## src/rtl/lss_pkg.sv

```systemverilog
`default_nettype none
// ----------------------------------------------------------------------------
// lss_pkg
// shared types and constants for the lifo stack with search
// ----------------------------------------------------------------------------
package lss_pkg;

   localparam int unsigned WORD_W  = 32;
   localparam int unsigned DEPTH_W = 9;

   localparam logic [1:0] OP_PUSH   = 2'd0;
   localparam logic [1:0] OP_POP    = 2'd1;
   localparam logic [1:0] OP_SEARCH = 2'd2;

   localparam logic [WORD_W-1:0] EMPTY_WORD = '1;

   typedef struct packed {
      logic push;
      logic pop;
      logic load_match;
      logic propagate;
   } cell_cmd_type;

endpackage
`default_nettype wire

```

## src/rtl/lss_cell.sv

```systemverilog
`default_nettype none
// ----------------------------------------------------------------------------
// lss_cell
// one stack slot: shifts with its neighbours on push and pop, and holds a
// search hit bit that ripples towards the top of the chain
// ----------------------------------------------------------------------------
module lss_cell (
   input  wire                          clock,
   input  wire lss_pkg::cell_cmd_type   cmd,
   input  wire  [lss_pkg::WORD_W-1:0]   key,
   input  wire                          occupied,
   input  wire  [lss_pkg::WORD_W-1:0]   up_data,
   input  wire  [lss_pkg::WORD_W-1:0]   down_data,
   input  wire                          hit_next,
   output logic [lss_pkg::WORD_W-1:0]   data,
   output logic                         hit
);

   logic [lss_pkg::WORD_W-1:0] data_ff;
   logic [lss_pkg::WORD_W-1:0] data_in;
   logic                       hit_ff;
   logic                       hit_in;

   always_comb begin
      data_in = data_ff;
      if (cmd.push) begin
         data_in = up_data;
      end else if (cmd.pop) begin
         data_in = down_data;
      end
      hit_in = hit_ff;
      if (cmd.load_match) begin
         hit_in = occupied && (data_ff == key);
      end else if (cmd.propagate) begin
         hit_in = hit_ff | hit_next;
      end
   end

   always_ff @(posedge clock) begin
      data_ff <= data_in;
      hit_ff  <= hit_in;
   end

   assign data = data_ff;
   assign hit  = hit_ff;

endmodule
`default_nettype wire

```

## config.mk

```make
export PLATFORM = sky130hd
export DESIGN_NAME = lss_cell
export DESIGN_NICKNAME = d
export VERILOG_FILES = /design/src/rtl/lss_pkg.sv /design/src/rtl/lss_cell.sv
export SDC_FILE = /design/constraint.sdc
export NUM_CORES = 1
export LEC_CHECK = 0
export ABC_AREA = 0
export ABC_CLOCK_PERIOD_IN_PS = 2200
export BUFFER_PORTS_ARGS = -buffer_cell sky130_fd_sc_hd__buf_2
export CORE_AREA = 2 2 69 71
export CTS_BUF_LIST = sky130_fd_sc_hd__clkbuf_4 sky130_fd_sc_hd__clkbuf_8
export DETAILED_ROUTE_END_ITERATION = 16
export DIE_AREA = 0 0 71 73
export HOLD_SLACK_MARGIN = 0.02
export PLACE_DENSITY = 0.8
export SYNTH_ARGS = -nofsm -noshare
export SYNTH_HDL_FRONTEND = slang
export SYNTH_SLANG_ARGS = --single-unit
```

## constraint.sdc

```tcl
create_clock -name clock -period 2.2 [get_ports clock]
set_clock_uncertainty 0.05 [all_clocks]
set_input_delay 0.55 -clock clock [delete_from_list [all_inputs] [get_ports clock]]
set_output_delay 0.55 -clock clock [all_outputs]
set_load 0.02 [all_outputs]
```

Yosys cells after proc, flatten, opt, wreduce, memory -nomap -nowiden
Cells that the tools add are included.
Widths: inputs -> output; s select.
{"block": "classes", "eq_ne": 1, "n_mux": 4, "bitwise_logic": 1, "n_reduce_logical": 3}
{"operator": "$mux 32", "count": 2}
{"operator": "$eq 32x32->1", "count": 1}
{"operator": "$reduce_bool 2->1", "count": 2}
{"operator": "$mux 1", "count": 2}
{"operator": "$logic_and 1x1->1", "count": 1}
{"operator": "$or 1x1->1", "count": 1}
{"block": "word_totals", "ff_bits": 33}

Logic depth before layout (Yosys ltp)
{"block": "logic_depth", "depth_word": 3, "ltp_mapped": 4, "ltp_nobuf": 4}

Least setup slack after synthesis
No wires, ideal clock.
{"block": "synth_timing", "path_kind": "input -> register", "startpoint": "input cmd[3] (netlist bit)", "endpoint": "register data_ff (netlist bit data[0]), enable pin", "setup_ns": 0.375, "arrival_ns": 1.380, "slack_ns": 0.395, "stages": 3, "n_path_buf": 2, "cell_sequence": "buf_2 buf_2 or2_2"}
{"block": "synth_between", "elab_chain_cells": 1}
{"element": "start: declaration", "line": "lss_cell.sv:9", "text": "input wire lss_pkg::cell_cmd_type cmd,"}
{"element": "$reduce_bool 2->1 (no line)"}
{"element": "end signal: assignment", "line": "lss_cell.sv:40", "text": "data_ff <= data_in;"}
{"element": "end: declaration", "line": "lss_cell.sv:19", "text": "logic [lss_pkg::WORD_W-1:0] data_ff;"}
Every way passes these cells.
A chain may end at the register's enable or synchronous reset.

Worst setup path in the final report
{"block": "layout_timing", "startpoint": "register data_ff (netlist bit data[31])", "endpoint": "output data[31] (netlist bit)"}
{"element": "end: declaration", "line": "lss_cell.sv:15", "text": "output logic [lss_pkg::WORD_W-1:0] data,"}
No word-level cell between the ends.

==> metrics <==
status=completed; Antenna Violating Nets Remaining=0; maximum clock rate=676.5 MHz; synthesized flop and latch total=33; WHS Endpoint=hit; count leader, synth=edfxtp_1; worst hold slack=509.2 ps; Slowest cell on crit path=edfxtp_1; Final Power=1693 uW; final wirelength=4160 um; Crit path buffers/inverters=1; CP top delay family=flip-flops; Cell Area, Synth=1747 um^2; Root Driver=clkbuf_8; clk sinks=33; Final setup viols=0; area of the die=5183 um^2; largest net degree at the start of global routing=33; HP Start=cmd[0]; clock-pin slew on the worst setup and hold paths=70 ps; Reg2Reg Capture Point=hit; routability cong.=0.7812; RSZ-0062 raised after global routing=no; starting DRC count in detailed routing=75; first-pass GRT wire length=6072 um; EDFF count, synth=33; average cell area after synthesis=14.93 um^2; drt wl/cell=13.33 um; Reg2Reg Setup Slack=720 ps; worst path arrival time=880 ps; Critical Path Source Type=register; WS Path Type=register to output port; Final Net Count=360; hold_buf cts=0; final setup TNS=0 ps; max-slew violations=0; synth unique cells=12; IO buf count=135; Core ar.=4536 um^2; CTS max path bufs=2; critical-path cell list=buf_2; Max-Cap Viols=0; R2R depth=4; share of the clock period used by the worst path=0.6719; top-area cell type share of the netlist area=0.5673; Die Wd=71 um; Worst setup EP type=output port; post-CTS setup buffer count=0; Mapped Cells=117; Cell Rows=25; DRC=0; H-tree Lvls=2; IO Pins=136; Initial Util=0.3851; Fin. Hold Viols=0; worst r2r src=data[29]; YS warnings=0; Synth area leader=edfxtp_1; GR Util All Layers=0.1527; initial antenna violation count=0; asr flop ratio synth=0; pwr dens=657.3 nW/um^2; DRT Pass-1 Iters=4; CP startpoint=data[31]; Worst Hold Depth=2; GR Overflow Total=0; routed vias/inst=4.587; Die H=73 um; Tightest Pin Transition=750.7 ps; leak pwr=0.001142 uW; Post-synth top flop=edfxtp_1; top post-synthesis cells by count=33 x edfxtp_1, 32 x mux2_2, 29 x xnor2_1; Min-Delay Path Class=input port to register; DR vias=1431; synthesized net count=220; fin crit period=1478 ps; share of cells above drive strength 1=0.6938; Synth area leaders=edfxtp_1 57%, mux2_2 21%, xnor2_1 15%; post-layout util=0.5680; Worst slew margin=0.4995; TritonCTS Buffers=5; worst skew pair latency=270 ps; DPL Wire Length=3394 um; crit-path max cell delay=420 ps; post-CTS resize count=0; VDD IR max=0.4131 mV; worst path required time=1600 ps; TritonCTS clock tree=built; vias in the first global route=1389; post-synthesis sequential area ratio=0.5673; antenna diode count=0; CP max FO=2; P&R area growth vs syn=47.49%
stage by stage:
step | std cells | area [um^2] | setup WS, ps
finish | 312 | 2576 | 721.8
global route | 312 | 2576 | 510.4
CTS | 312 | 2576 | 602.1
detailed placement | 304 | 2485 | 359.9
global placement | 304 | 2485 | 388.4
floorplan | 117 | 1747 | 395.3
state kept, by name, summed over array words and instances (netlist names):
signal	flops
data	32
hit	1
cell families after synthesis:
group,share of synthesized area
xor+xnor,0.1605
compound gates,0.005015
flops,0.5673
buf+inv,0.01146
mux,0.2063
simple gates,0.04942
report_power, final:
part	switching, uW	internal [uW]	leakage (uW)	total, uW
Combinational	201	213	0.000756	415
Sequential	46.8	776	0.000337	823
Clock	194	261	0.0000498	455
how the worst max path moves through the flow:
stage / endpoint / depth (start not counted) / slack [ps]
global placement: hit / 5 / 390
floorplan: data[0] / 3 / 400
CTS: hit / 4 / 600
detailed placement: hit / 5 / 360
finish: data[31] / 1 / 720
global route: hit / 4 / 510
cell usage in the layout, fill, tap and decap left out, drive strengths merged:
cell / synthesis / routed
a31o: 1 / 1
buf: 4 / 137
clkbuf: 0 / 8
edfxtp: 33 / 33
mux2: 32 / 32
nand3: 1 / 1
nand4: 7 / 7
nor2: 2 / 2
nor3: 1 / 1
nor4: 2 / 2
or2: 2 / 2
xnor2: 29 / 29
xor2: 3 / 3
metal layers:
metal | wire length [um] | part of all wire | GRT usage | up-vias
li1 | - | - | - | 716
met1 | 1561 | 0.38 | 0.1658 | 656
met2 | 2337 | 0.56 | 0.2939 | 55
met3 | 207 | 0.050 | 0.02901 | 4
met4 | 53 | 0.013 | 0.05660 | 0
met5 | 0 | 0 | 0 | -
final cells by class:
class | instances | area, um^2
flip-flops and latches | 33 | 991.0
multi-input cells | 80 | 735.7
fillers | 394 | 1959
repair buffers | 137 | 690.7
clock buffers | 8 | 91.34
well taps | 54 | 67.56
(Power assumes the default switching activity.)
